===== src/design/hcf_pkg.sv =====
// Shared constants, state encoding and control/status types of the Cholesky factor block.
package hcf_pkg;

	localparam int MAX_DIM = 16;
	localparam int MIN_DIM = 2;
	localparam int CNT_W   = $clog2(MAX_DIM);
	localparam int DIM_W   = $clog2(MAX_DIM + 1);

	localparam int ANGLE_W = 16;
	localparam int VALUE_W = 16;
	localparam int IDX_W   = 4;
	localparam int CFG_W   = 5;

	localparam int APB_AW = 3;
	localparam int APB_DW = 32;

	localparam int FIX_W    = 64;
	localparam int ACC_W    = 2 * FIX_W;
	localparam int HALF_W   = FIX_W / 2;
	localparam int FRAC_W   = 61;
	localparam int N_TERMS  = 28;
	localparam int TERM_W   = $clog2(N_TERMS);
	localparam int DIV_BITS = FIX_W;
	localparam int DCNT_W   = $clog2(DIV_BITS);
	localparam int MUL_PP   = 4;
	localparam int MCNT_W   = $clog2(MUL_PP + 1);
	localparam int REM_W    = $clog2(N_TERMS + 1);

	localparam logic [APB_AW-3:0] REG_DIMENSION = '0;
	localparam logic [CFG_W-1:0] DIM_RESET = CFG_W'(4);

	localparam logic signed [VALUE_W-1:0] Q14_ONE = 16'sd16384;
	localparam logic signed [31:0] Q14_HALF = 32'sd8192;

	localparam logic [FIX_W-1:0] Q61_ONE     = 64'h2000000000000000;
	localparam logic [FIX_W-1:0] Q61_PI      = 64'h6487ED5110B4611A;
	localparam logic [FIX_W-1:0] Q61_HALF_PI = 64'h3243F6A8885A308D;
	localparam logic [FIX_W-1:0] Q61_RND     = 64'h0000400000000000;

	typedef enum logic [3:0] {
		S_IDLE,
		S_HEAD,
		S_ADD,
		S_MUL,
		S_DIV_LOAD,
		S_DIV,
		S_ROUND,
		S_PROD,
		S_EMIT_B,
		S_UPDATE,
		S_EMIT_D
	} state_t;

	typedef struct packed {
		logic load;
		logic push_head;
		logic add_term;
		logic mul_step;
		logic div_load;
		logic div_step;
		logic trig_latch;
		logic prod_b;
		logic push_b;
		logic sp_update;
		logic push_d;
		logic advance;
	} cmd_t;

	typedef struct packed {
		logic head;
		logic t_zero;
		logic last_term;
		logic mul_done;
		logic div_done;
		logic diag;
		logic out_free;
	} stat_t;

endpackage


===== src/design/hyperspherical_cholesky_factor.sv =====
// Top level of the hyperspherical Cholesky factor block: controller, datapath and APB register.
//
// Angles (signed Q2.13) arrive one beat at a time, row-major over the strict lower triangle
// for rows 1 to dimension-1; each angle yields one to three result beats (signed Q1.14 value
// with its row and column): B(0,0)=1.0 ahead of a matrix's first entry, the entry itself, and
// the row's diagonal after the row's last angle, with last set on the final diagonal. Writing
// the dimension register (byte address 0) restarts the matrix. One angle is worked at a time,
// and the work on it from acceptance to its last beat is set mostly by the Taylor series for
// sine and cosine. Each term update adds the term, runs a multiply built from four 32x32
// partial products, loads the divider and then runs a one-bit-per-cycle divide by the term
// index. The series stops at the first zero term or once its 28th term is added; the reduced
// angle never exceeds pi/2, so a zero term comes after at most 24 updates, and angles near
// zero or near plus or minus pi finish much sooner. Receiver stalls lengthen an angle's work.
// The output register lets the next angle be accepted while the last beat still waits to be
// taken.
module hyperspherical_cholesky_factor (
	input  logic                                clk,
	input  logic                                arst_n,
	input  logic                                in_valid,
	output logic                                in_stall,
	input  logic signed [hcf_pkg::ANGLE_W-1:0]  angle,
	output logic                                out_valid,
	input  logic                                out_stall,
	output logic signed [hcf_pkg::VALUE_W-1:0]  value,
	output logic        [hcf_pkg::IDX_W-1:0]    row,
	output logic        [hcf_pkg::IDX_W-1:0]    col,
	output logic                                last,
	input  logic                                psel,
	input  logic                                penable,
	input  logic                                pwrite,
	input  logic        [hcf_pkg::APB_AW-1:0]   paddr,
	input  logic        [hcf_pkg::APB_DW-1:0]   pwdata,
	output logic        [hcf_pkg::APB_DW-1:0]   prdata,
	output logic                                pready
);
	import hcf_pkg::*;

	cmd_t             cmd;
	stat_t            stat;
	logic             reg_hit;
	logic             cfg_we;
	logic [CFG_W-1:0] dim;

	assign reg_hit = (paddr[APB_AW-1:2] == REG_DIMENSION);
	assign cfg_we  = psel && penable && pwrite && reg_hit;
	assign pready  = 1'b1;
	assign prdata  = reg_hit ? APB_DW'(dim) : '0;

	hcf_ctrl u_ctrl (
		.clk      (clk),
		.arst_n   (arst_n),
		.in_valid (in_valid),
		.in_stall (in_stall),
		.stat     (stat),
		.cmd      (cmd)
	);

	hcf_datapath u_datapath (
		.clk       (clk),
		.arst_n    (arst_n),
		.cmd       (cmd),
		.stat      (stat),
		.angle     (angle),
		.cfg_we    (cfg_we),
		.cfg_wdata (pwdata[CFG_W-1:0]),
		.dim       (dim),
		.out_stall (out_stall),
		.out_valid (out_valid),
		.value     (value),
		.row       (row),
		.col       (col),
		.last      (last)
	);

endmodule


===== src/design/hcf_ctrl.sv =====
// Controller state machine sequencing the sine/cosine series and the result beats.
module hcf_ctrl (
	input  logic          clk,
	input  logic          arst_n,
	input  logic          in_valid,
	output logic          in_stall,
	input  hcf_pkg::stat_t stat,
	output hcf_pkg::cmd_t  cmd
);
	import hcf_pkg::*;

	state_t state_q;
	state_t state_d;

	always_ff @(posedge clk or negedge arst_n) begin
		if (!arst_n) begin
			state_q <= S_IDLE;
		end else begin
			state_q <= state_d;
		end
	end

	always_comb begin
		state_d  = state_q;
		cmd      = '0;
		in_stall = 1'b1;
		unique case (state_q)
			S_IDLE: begin
				in_stall = 1'b0;
				if (in_valid) begin
					cmd.load = 1'b1;
					state_d  = S_HEAD;
				end
			end
			S_HEAD: begin
				if (!stat.head) begin
					state_d = S_ADD;
				end else if (stat.out_free) begin
					cmd.push_head = 1'b1;
					state_d       = S_ADD;
				end
			end
			S_ADD: begin
				cmd.add_term = 1'b1;
				if (stat.last_term || stat.t_zero) begin
					state_d = S_ROUND;
				end else begin
					state_d = S_MUL;
				end
			end
			S_MUL: begin
				cmd.mul_step = 1'b1;
				if (stat.mul_done) begin
					state_d = S_DIV_LOAD;
				end
			end
			S_DIV_LOAD: begin
				cmd.div_load = 1'b1;
				state_d      = S_DIV;
			end
			S_DIV: begin
				cmd.div_step = 1'b1;
				if (stat.div_done) begin
					state_d = S_ADD;
				end
			end
			S_ROUND: begin
				cmd.trig_latch = 1'b1;
				state_d        = S_PROD;
			end
			S_PROD: begin
				cmd.prod_b = 1'b1;
				state_d    = S_EMIT_B;
			end
			S_EMIT_B: begin
				if (stat.out_free) begin
					cmd.push_b = 1'b1;
					state_d    = S_UPDATE;
				end
			end
			S_UPDATE: begin
				cmd.sp_update = 1'b1;
				if (stat.diag) begin
					state_d = S_EMIT_D;
				end else begin
					cmd.advance = 1'b1;
					state_d     = S_IDLE;
				end
			end
			S_EMIT_D: begin
				if (stat.out_free) begin
					cmd.push_d  = 1'b1;
					cmd.advance = 1'b1;
					state_d     = S_IDLE;
				end
			end
			default: begin
				state_d = S_IDLE;
			end
		endcase
	end

endmodule


===== src/design/hcf_datapath.sv =====
// Datapath: angle reduction, Taylor series with shared multiplier and divider, factor products.
module hcf_datapath (
	input  logic                                 clk,
	input  logic                                 arst_n,
	input  hcf_pkg::cmd_t                        cmd,
	output hcf_pkg::stat_t                       stat,
	input  logic signed [hcf_pkg::ANGLE_W-1:0]   angle,
	input  logic                                 cfg_we,
	input  logic        [hcf_pkg::CFG_W-1:0]     cfg_wdata,
	output logic        [hcf_pkg::CFG_W-1:0]     dim,
	input  logic                                 out_stall,
	output logic                                 out_valid,
	output logic signed [hcf_pkg::VALUE_W-1:0]   value,
	output logic        [hcf_pkg::IDX_W-1:0]     row,
	output logic        [hcf_pkg::IDX_W-1:0]     col,
	output logic                                 last
);
	import hcf_pkg::*;

	function automatic logic [VALUE_W-2:0] q61_to_q14(input logic [FIX_W-1:0] v);
		logic [FIX_W-1:0] clamped;
		logic [FIX_W-1:0] sum;
		if (v[FIX_W-1]) begin
			clamped = '0;
		end else if (v > Q61_ONE) begin
			clamped = Q61_ONE;
		end else begin
			clamped = v;
		end
		sum = clamped + Q61_RND;
		return sum[FRAC_W:FRAC_W-VALUE_W+2];
	endfunction

	logic        [CFG_W-1:0]   dim_q;
	logic        [CNT_W-1:0]   row_q;
	logic        [CNT_W-1:0]   col_q;
	logic signed [VALUE_W-1:0] sp_q;

	logic [FIX_W-1:0]  y_q;
	logic [FIX_W-1:0]  t_q;
	logic [FIX_W-1:0]  s_q;
	logic [FIX_W-1:0]  c_q;
	logic              s_flip_q;
	logic              c_neg_q;
	logic [TERM_W-1:0] n_q;

	logic [MCNT_W-1:0] mcnt_q;
	logic [FIX_W-1:0]  pp_q;
	logic [1:0]        pp_sel_q;
	logic [ACC_W-1:0]  acc_q;

	logic [DCNT_W-1:0] dcnt_q;
	logic [REM_W-1:0]  rem_q;

	logic signed [VALUE_W-1:0] sv_q;
	logic signed [VALUE_W-1:0] cv_q;
	logic signed [VALUE_W-1:0] prod_q;

	logic                      out_valid_q;
	logic signed [VALUE_W-1:0] value_q;
	logic        [IDX_W-1:0]   row_o_q;
	logic        [IDX_W-1:0]   col_o_q;
	logic                      last_q;

	logic [DIM_W-1:0] d_eff;
	logic             fin;
	logic             need_restart;

	logic [ANGLE_W-1:0] mag;
	logic [FIX_W-1:0]   m_load;
	logic [FIX_W-1:0]   y_load;
	logic               s_neg_load;
	logic               c_neg_load;

	logic [HALF_W-1:0] a_half;
	logic [HALF_W-1:0] b_half;
	logic [FIX_W-1:0]  pp_d;
	logic [ACC_W-1:0]  pp_shift;

	logic [REM_W-1:0] divisor;
	logic [REM_W:0]   r_try;
	logic [REM_W:0]   r_diff;
	logic             q_bit;
	logic [REM_W-1:0] rem_next;

	logic [VALUE_W-2:0]        s_mag;
	logic [VALUE_W-2:0]        c_mag;
	logic signed [VALUE_W-1:0] s_ext;
	logic signed [VALUE_W-1:0] c_ext;

	logic signed [VALUE_W-1:0] mul_op;
	logic signed [31:0]        prod_full;
	logic signed [31:0]        prod_sum;
	logic signed [VALUE_W-1:0] prod_rnd;

	logic                      push;
	logic signed [VALUE_W-1:0] value_d;
	logic        [IDX_W-1:0]   row_d;
	logic        [IDX_W-1:0]   col_d;
	logic                      last_d;

	always_comb begin
		if (dim_q < CFG_W'(MIN_DIM)) begin
			d_eff = DIM_W'(MIN_DIM);
		end else if (32'(dim_q) > MAX_DIM) begin
			d_eff = DIM_W'(MAX_DIM);
		end else begin
			d_eff = DIM_W'(dim_q);
		end
	end

	assign fin          = (DIM_W'(row_q) + DIM_W'(1)) == d_eff;
	assign need_restart = (DIM_W'(row_q) >= d_eff) || (col_q >= row_q);

	assign stat.head      = (row_q == CNT_W'(1)) && (col_q == '0);
	assign stat.diag      = (col_q + CNT_W'(1)) == row_q;
	assign stat.t_zero    = (t_q == '0);
	assign stat.last_term = (n_q == TERM_W'(N_TERMS - 1));
	assign stat.mul_done  = (mcnt_q == MCNT_W'(MUL_PP));
	assign stat.div_done  = (dcnt_q == DCNT_W'(DIV_BITS - 1));
	assign stat.out_free  = !out_valid_q || !out_stall;

	assign mag    = angle[ANGLE_W-1] ? ((~angle) + ANGLE_W'(1)) : angle;
	assign m_load = {mag, {(FIX_W - ANGLE_W){1'b0}}};

	always_comb begin
		if (m_load > Q61_PI) begin
			y_load     = m_load - Q61_PI;
			s_neg_load = 1'b1;
			c_neg_load = 1'b1;
		end else if (m_load > Q61_HALF_PI) begin
			y_load     = Q61_PI - m_load;
			s_neg_load = 1'b0;
			c_neg_load = 1'b1;
		end else begin
			y_load     = m_load;
			s_neg_load = 1'b0;
			c_neg_load = 1'b0;
		end
	end

	assign a_half = mcnt_q[1] ? t_q[FIX_W-1:HALF_W] : t_q[HALF_W-1:0];
	assign b_half = mcnt_q[0] ? y_q[FIX_W-1:HALF_W] : y_q[HALF_W-1:0];
	assign pp_d   = a_half * b_half;

	always_comb begin
		case (pp_sel_q)
			2'd0:    pp_shift = {{FIX_W{1'b0}}, pp_q};
			2'd3:    pp_shift = {pp_q, {FIX_W{1'b0}}};
			default: pp_shift = {{HALF_W{1'b0}}, pp_q, {HALF_W{1'b0}}};
		endcase
	end

	assign divisor  = REM_W'(n_q) + REM_W'(1);
	assign r_try    = {rem_q, t_q[FIX_W-1]};
	assign r_diff   = r_try - {1'b0, divisor};
	assign q_bit    = (r_try >= {1'b0, divisor});
	assign rem_next = q_bit ? r_diff[REM_W-1:0] : r_try[REM_W-1:0];

	assign s_mag = q61_to_q14(s_q);
	assign c_mag = q61_to_q14(c_q);
	assign s_ext = {1'b0, s_mag};
	assign c_ext = {1'b0, c_mag};

	assign mul_op    = cmd.sp_update ? sv_q : cv_q;
	assign prod_full = sp_q * mul_op;
	assign prod_sum  = prod_full + Q14_HALF;
	assign prod_rnd  = prod_sum[VALUE_W+13:14];

	always_ff @(posedge clk or negedge arst_n) begin
		if (!arst_n) begin
			dim_q <= DIM_RESET;
			row_q <= CNT_W'(1);
			col_q <= '0;
			sp_q  <= Q14_ONE;
		end else if (cfg_we) begin
			dim_q <= cfg_wdata;
			row_q <= CNT_W'(1);
			col_q <= '0;
			sp_q  <= Q14_ONE;
		end else begin
			if (cmd.load && need_restart) begin
				row_q <= CNT_W'(1);
				col_q <= '0;
				sp_q  <= Q14_ONE;
			end
			if (cmd.sp_update) begin
				sp_q <= prod_rnd;
			end
			if (cmd.advance) begin
				if (!stat.diag) begin
					col_q <= col_q + CNT_W'(1);
				end else if (fin) begin
					row_q <= CNT_W'(1);
					col_q <= '0;
					sp_q  <= Q14_ONE;
				end else begin
					row_q <= row_q + CNT_W'(1);
					col_q <= '0;
					sp_q  <= Q14_ONE;
				end
			end
		end
	end

	always_ff @(posedge clk or negedge arst_n) begin
		if (!arst_n) begin
			n_q    <= '0;
			mcnt_q <= '0;
			dcnt_q <= '0;
		end else begin
			if (cmd.load) begin
				n_q    <= '0;
				mcnt_q <= '0;
			end
			if (cmd.mul_step) begin
				mcnt_q <= stat.mul_done ? '0 : mcnt_q + MCNT_W'(1);
			end
			if (cmd.div_load) begin
				dcnt_q <= '0;
			end
			if (cmd.div_step) begin
				dcnt_q <= dcnt_q + DCNT_W'(1);
				if (stat.div_done) begin
					n_q <= n_q + TERM_W'(1);
				end
			end
		end
	end

	always_ff @(posedge clk) begin
		if (cmd.load) begin
			y_q      <= y_load;
			t_q      <= Q61_ONE;
			s_q      <= '0;
			c_q      <= '0;
			s_flip_q <= s_neg_load ^ angle[ANGLE_W-1];
			c_neg_q  <= c_neg_load;
		end
		if (cmd.add_term) begin
			case (n_q[1:0])
				2'd0:    c_q <= c_q + t_q;
				2'd1:    s_q <= s_q + t_q;
				2'd2:    c_q <= c_q - t_q;
				default: s_q <= s_q - t_q;
			endcase
		end
		if (cmd.mul_step) begin
			if (mcnt_q == '0) begin
				acc_q <= '0;
			end else begin
				acc_q <= acc_q + pp_shift;
			end
			if (!stat.mul_done) begin
				pp_q     <= pp_d;
				pp_sel_q <= mcnt_q[1:0];
			end
		end
		if (cmd.div_load) begin
			t_q   <= acc_q[FRAC_W+FIX_W-1:FRAC_W];
			rem_q <= '0;
		end
		if (cmd.div_step) begin
			t_q   <= {t_q[FIX_W-2:0], q_bit};
			rem_q <= rem_next;
		end
		if (cmd.trig_latch) begin
			sv_q <= s_flip_q ? -s_ext : s_ext;
			cv_q <= c_neg_q ? -c_ext : c_ext;
		end
		if (cmd.prod_b) begin
			prod_q <= prod_rnd;
		end
	end

	assign push = cmd.push_head || cmd.push_b || cmd.push_d;

	always_comb begin
		value_d = Q14_ONE;
		row_d   = '0;
		col_d   = '0;
		last_d  = 1'b0;
		if (cmd.push_b) begin
			value_d = prod_q;
			row_d   = IDX_W'(row_q);
			col_d   = IDX_W'(col_q);
		end else if (cmd.push_d) begin
			value_d = sp_q;
			row_d   = IDX_W'(row_q);
			col_d   = IDX_W'(row_q);
			last_d  = fin;
		end
	end

	always_ff @(posedge clk or negedge arst_n) begin
		if (!arst_n) begin
			out_valid_q <= 1'b0;
		end else if (push) begin
			out_valid_q <= 1'b1;
		end else if (!out_stall) begin
			out_valid_q <= 1'b0;
		end
	end

	always_ff @(posedge clk) begin
		if (push) begin
			value_q <= value_d;
			row_o_q <= row_d;
			col_o_q <= col_d;
			last_q  <= last_d;
		end
	end

	assign dim       = dim_q;
	assign out_valid = out_valid_q;
	assign value     = value_q;
	assign row       = row_o_q;
	assign col       = col_o_q;
	assign last      = last_q;

endmodule


===== config.mk =====
export PLATFORM = sky130hd
export DESIGN_NAME = hyperspherical_cholesky_factor
export DESIGN_NICKNAME = d
export VERILOG_FILES = /design/src/design/hcf_pkg.sv /design/src/design/hyperspherical_cholesky_factor.sv /design/src/design/hcf_ctrl.sv /design/src/design/hcf_datapath.sv
export SDC_FILE = /design/constraint.sdc
export NUM_CORES = 2
export LEC_CHECK = 0
export BUFFER_PORTS_ARGS = -buffer_cell sky130_fd_sc_hd__buf_2
export CAP_MARGIN = 10
export CORE_ASPECT_RATIO = 0.7
export CORE_MARGIN = 3
export CORE_UTILIZATION = 55
export CTS_CLUSTER_DIAMETER = 100
export DETAILED_ROUTE_END_ITERATION = 8
export PLACE_DENSITY = 0.71
export RECOVER_POWER = 50
export SLEW_MARGIN = 25
export SYNTH_ARGS = -nofsm -noshare
export SYNTH_HDL_FRONTEND = slang
export SYNTH_SLANG_ARGS = --single-unit

===== constraint.sdc =====
create_clock -name clk -period 24.5 [get_ports clk]
set_input_delay 6.125 -clock clk [delete_from_list [all_inputs] [get_ports clk]]
set_output_delay 6.125 -clock clk [all_outputs]
set_load 0.03 [all_outputs]

==> metrics <==
first-pass GRT wire length 405000 µm; Initial Util 0.556; Pins Over Slew Limit 668; largest family of logic cells by synthesized area adder cells; # DRC 0; WP buf/inv 3; synth cell count leaders inv_1 (1295), fa_1 (1092), nand2_1 (1027), nor2_1 (843), ha_1 (664); Max-cap violations 13; I/O pin count 118; Synth Flop Type edfxtp_1; Final Hold Vio Count 0; Post-CTS Setup Bufs 0; fmax 76.2 MHz; Num CTS Buffers 59; Avg Inst Size Synth 8.80 µm²; largest net degree at the start of global routing 131; Max-Slew Margin vs Limit -4.45; Layout area overhead 5.20%; total global routing track utilization 0.348; Root Buffer clkbuf_16; CP endpoint kind flip-flop; CTS resizes 0; Initial DRC Count 8178; Final ANT Viol Nets 0; yosys warns 0; initial antenna violation count 13; unrepaired setup endpoints after global routing false; CP required 24930 ps; TritonCTS Sinks 529; nets 10800; CTS Buffer Depth 3; clk_lat worst skew 700 ps; die span in x 465 µm; status complete, but fails checks; CTS Hold Bufs 0; leading area contributor after synthesis fa_1; # setup viols final 0; DIE AREA 152000 µm²; layout cells sized above 1 0.0431; top-count cell post-synth inv_1; minimum clock period 13120 ps; die height 327 µm; grt total ovfl 0; Vias 67600; Clock transition at path regs 70 ps; Vias/cell 6.14; CP Class flip-flop to flip-flop; Unique masters post-synth 100; Core Area 146000 µm²; CP most frequent cell fa_1; CTS tree yes; Post-Synth Adder-Cell Area 0.372; Post-Synthesis Cell Area 81100 µm²; Pre-antenna DRT Iters 8; flops & latches, synth 529; Routed wire per std cell 24.2 µm; worst path arrival time 13560 ps; total negative setup slack 0 ps; XOR/XNOR Fraction of Synth Area 0.0629; fraction of registers with async set/reset 0.0907; Min-Delay Path Class flip-flop to flip-flop; Largest delay share family, worst path adder cells; port buffer count 60; row count 117; Yosys top cell area share 0.270; CP startpoint kind flip-flop; gpl congestion 1.02; post-synthesis sequential area ratio 0.177; Post-Synthesis Cells 9218; Compound-Gate Fraction of Synth Area 0.137; Util after Layout 0.585; failing checks max-capacitance violations, max-slew violations; vias in the first global route 65900; HPWL Detailed 212000 µm; EDFF count, synth 353; Area contributors post-synth fa_1 (27%), edfxtp_1 (13%), ha_1 (10%); Worst path max stage delay 2100 ps; Synth Area in Simple Gates 0.155; CTS HTree Levels 2; Worst Tran Pin Value 8180 ps; WL final 266000 µm; worst-path fanout max 50; CP max stage cell clkbuf_1; period utilization 0.536; mux contribution to synthesized area 0.0112; skew final 46.8 ps
==> cell usage in the layout (no fill, tap or decap), types with 33 or more instances in the layout <==
cell type / instances
inv_1: 1295
fa_1: 1092
nand2_1: 1025
nor2_1: 839
ha_1: 662
a21oi_1: 453
o21ai_0: 386
edfxtp_1: 353
xnor2_1: 339
a21o_1: 253
xor2_1: 238
and2_1: 176
a22o_1: 159
dfxtp_1: 128
nor2b_1: 114
nand3_1: 109
buf_4: 98
nor3_1: 90
nand4_1: 88
nand2b_1: 72
o21bai_1: 65
clkbuf_16: 62
buf_2: 59
nor4_1: 51
and3_1: 47
dfrtp_1: 44
a31oi_1: 43
mux2i_1: 41
o21a_1: 34
o31ai_1: 33
==> per-layer routing <==
metal	vias up	wire length, µm	part of all wire	GRT usage
met5	-	137	0.00051	0.00410
met3	543	35900	0.13	0.111
li1	29800	-	-	-
met2	3792	107000	0.40	0.483
met1	33400	114000	0.43	0.515
met4	10	9620	0.036	0.108
==> worst min-delay path, delay by kind of cell, from the launching register on <==
kind,cells,cell delay [ps]
AO/OA/AOI/OAI,1,60
AND/OR/NAND/NOR,1,50
flip-flops,1,320
==> registers in the layout, summed over array words and instances (netlist names), 19 cells and up <==
register          count
u_datapath.acc_q    125
u_datapath.t_q       64
u_datapath.y_q       19
u_datapath.s_q       64
u_datapath.c_q       64
u_datapath.pp_q      64
==> stage by stage <==
| stage | worst slack [ps] | hold WS, ps | std cells | area, µm² |
|---|---|---|---|---|
| final | 11380 | 485 | 11000 | 85300 |
| after global routing | 11200 | 493 | 11000 | 85300 |
| after CTS | 11780 | 480 | 11000 | 85400 |
| after detailed placement | 11790 | 474 | 10900 | 83100 |
| after global placement | 11820 | 467 | 10900 | 83100 |
| after floorplan | 11820 | 447 | 9244 | 81200 |
==> cells by family after synthesis <==
| logic type | after synthesis |
|---|---|
| other | 2 |
| and+or+nand+nor | 2757 |
| adders and majority gates | 1756 |
| DFF | 529 |
| xor gates and xnor gates | 579 |
| muxes | 87 |
| buffers and inverters | 1792 |
| AOI/OAI and AO/OA | 1716 |
==> worst paths after layout <==
path / from / endpoint / slack (ps) / depth (start not counted)
hold reg to reg: u_datapath.s_q[42] / u_datapath.s_q[42] / 490 / 2
min in group asynchronous: arst_n / u_datapath.sp_q[0] / 6620 / 2
setup reg to reg: u_datapath.mcnt_q[0] / u_datapath.pp_q[62] / 11380 / 26
max in group asynchronous: arst_n / u_datapath.mcnt_q[0] / 15530 / 2
hold / removal: u_datapath.s_q[42] / u_datapath.s_q[42] / 490 / 2
setup / recovery: u_datapath.mcnt_q[0] / u_datapath.pp_q[62] / 11380 / 26
==> layout make-up <==
| class | instances | area (µm²) |
|---|---|---|
| clock buffers | 66 | 1590 |
| fillers | 13000 | 60600 |
| multi-input cells | 6923 | 60200 |
| inverters | 1300 | 4880 |
| clock inverters | 43 | 714 |
| well taps | 1963 | 2460 |
| repair buffers | 173 | 1100 |
| flip-flops and latches | 529 | 14400 |
| diodes | 8 | 20.0 |
Power is not shown: default switching activity piles up to over one toggle a cycle in this logic, so the estimate is an artifact.
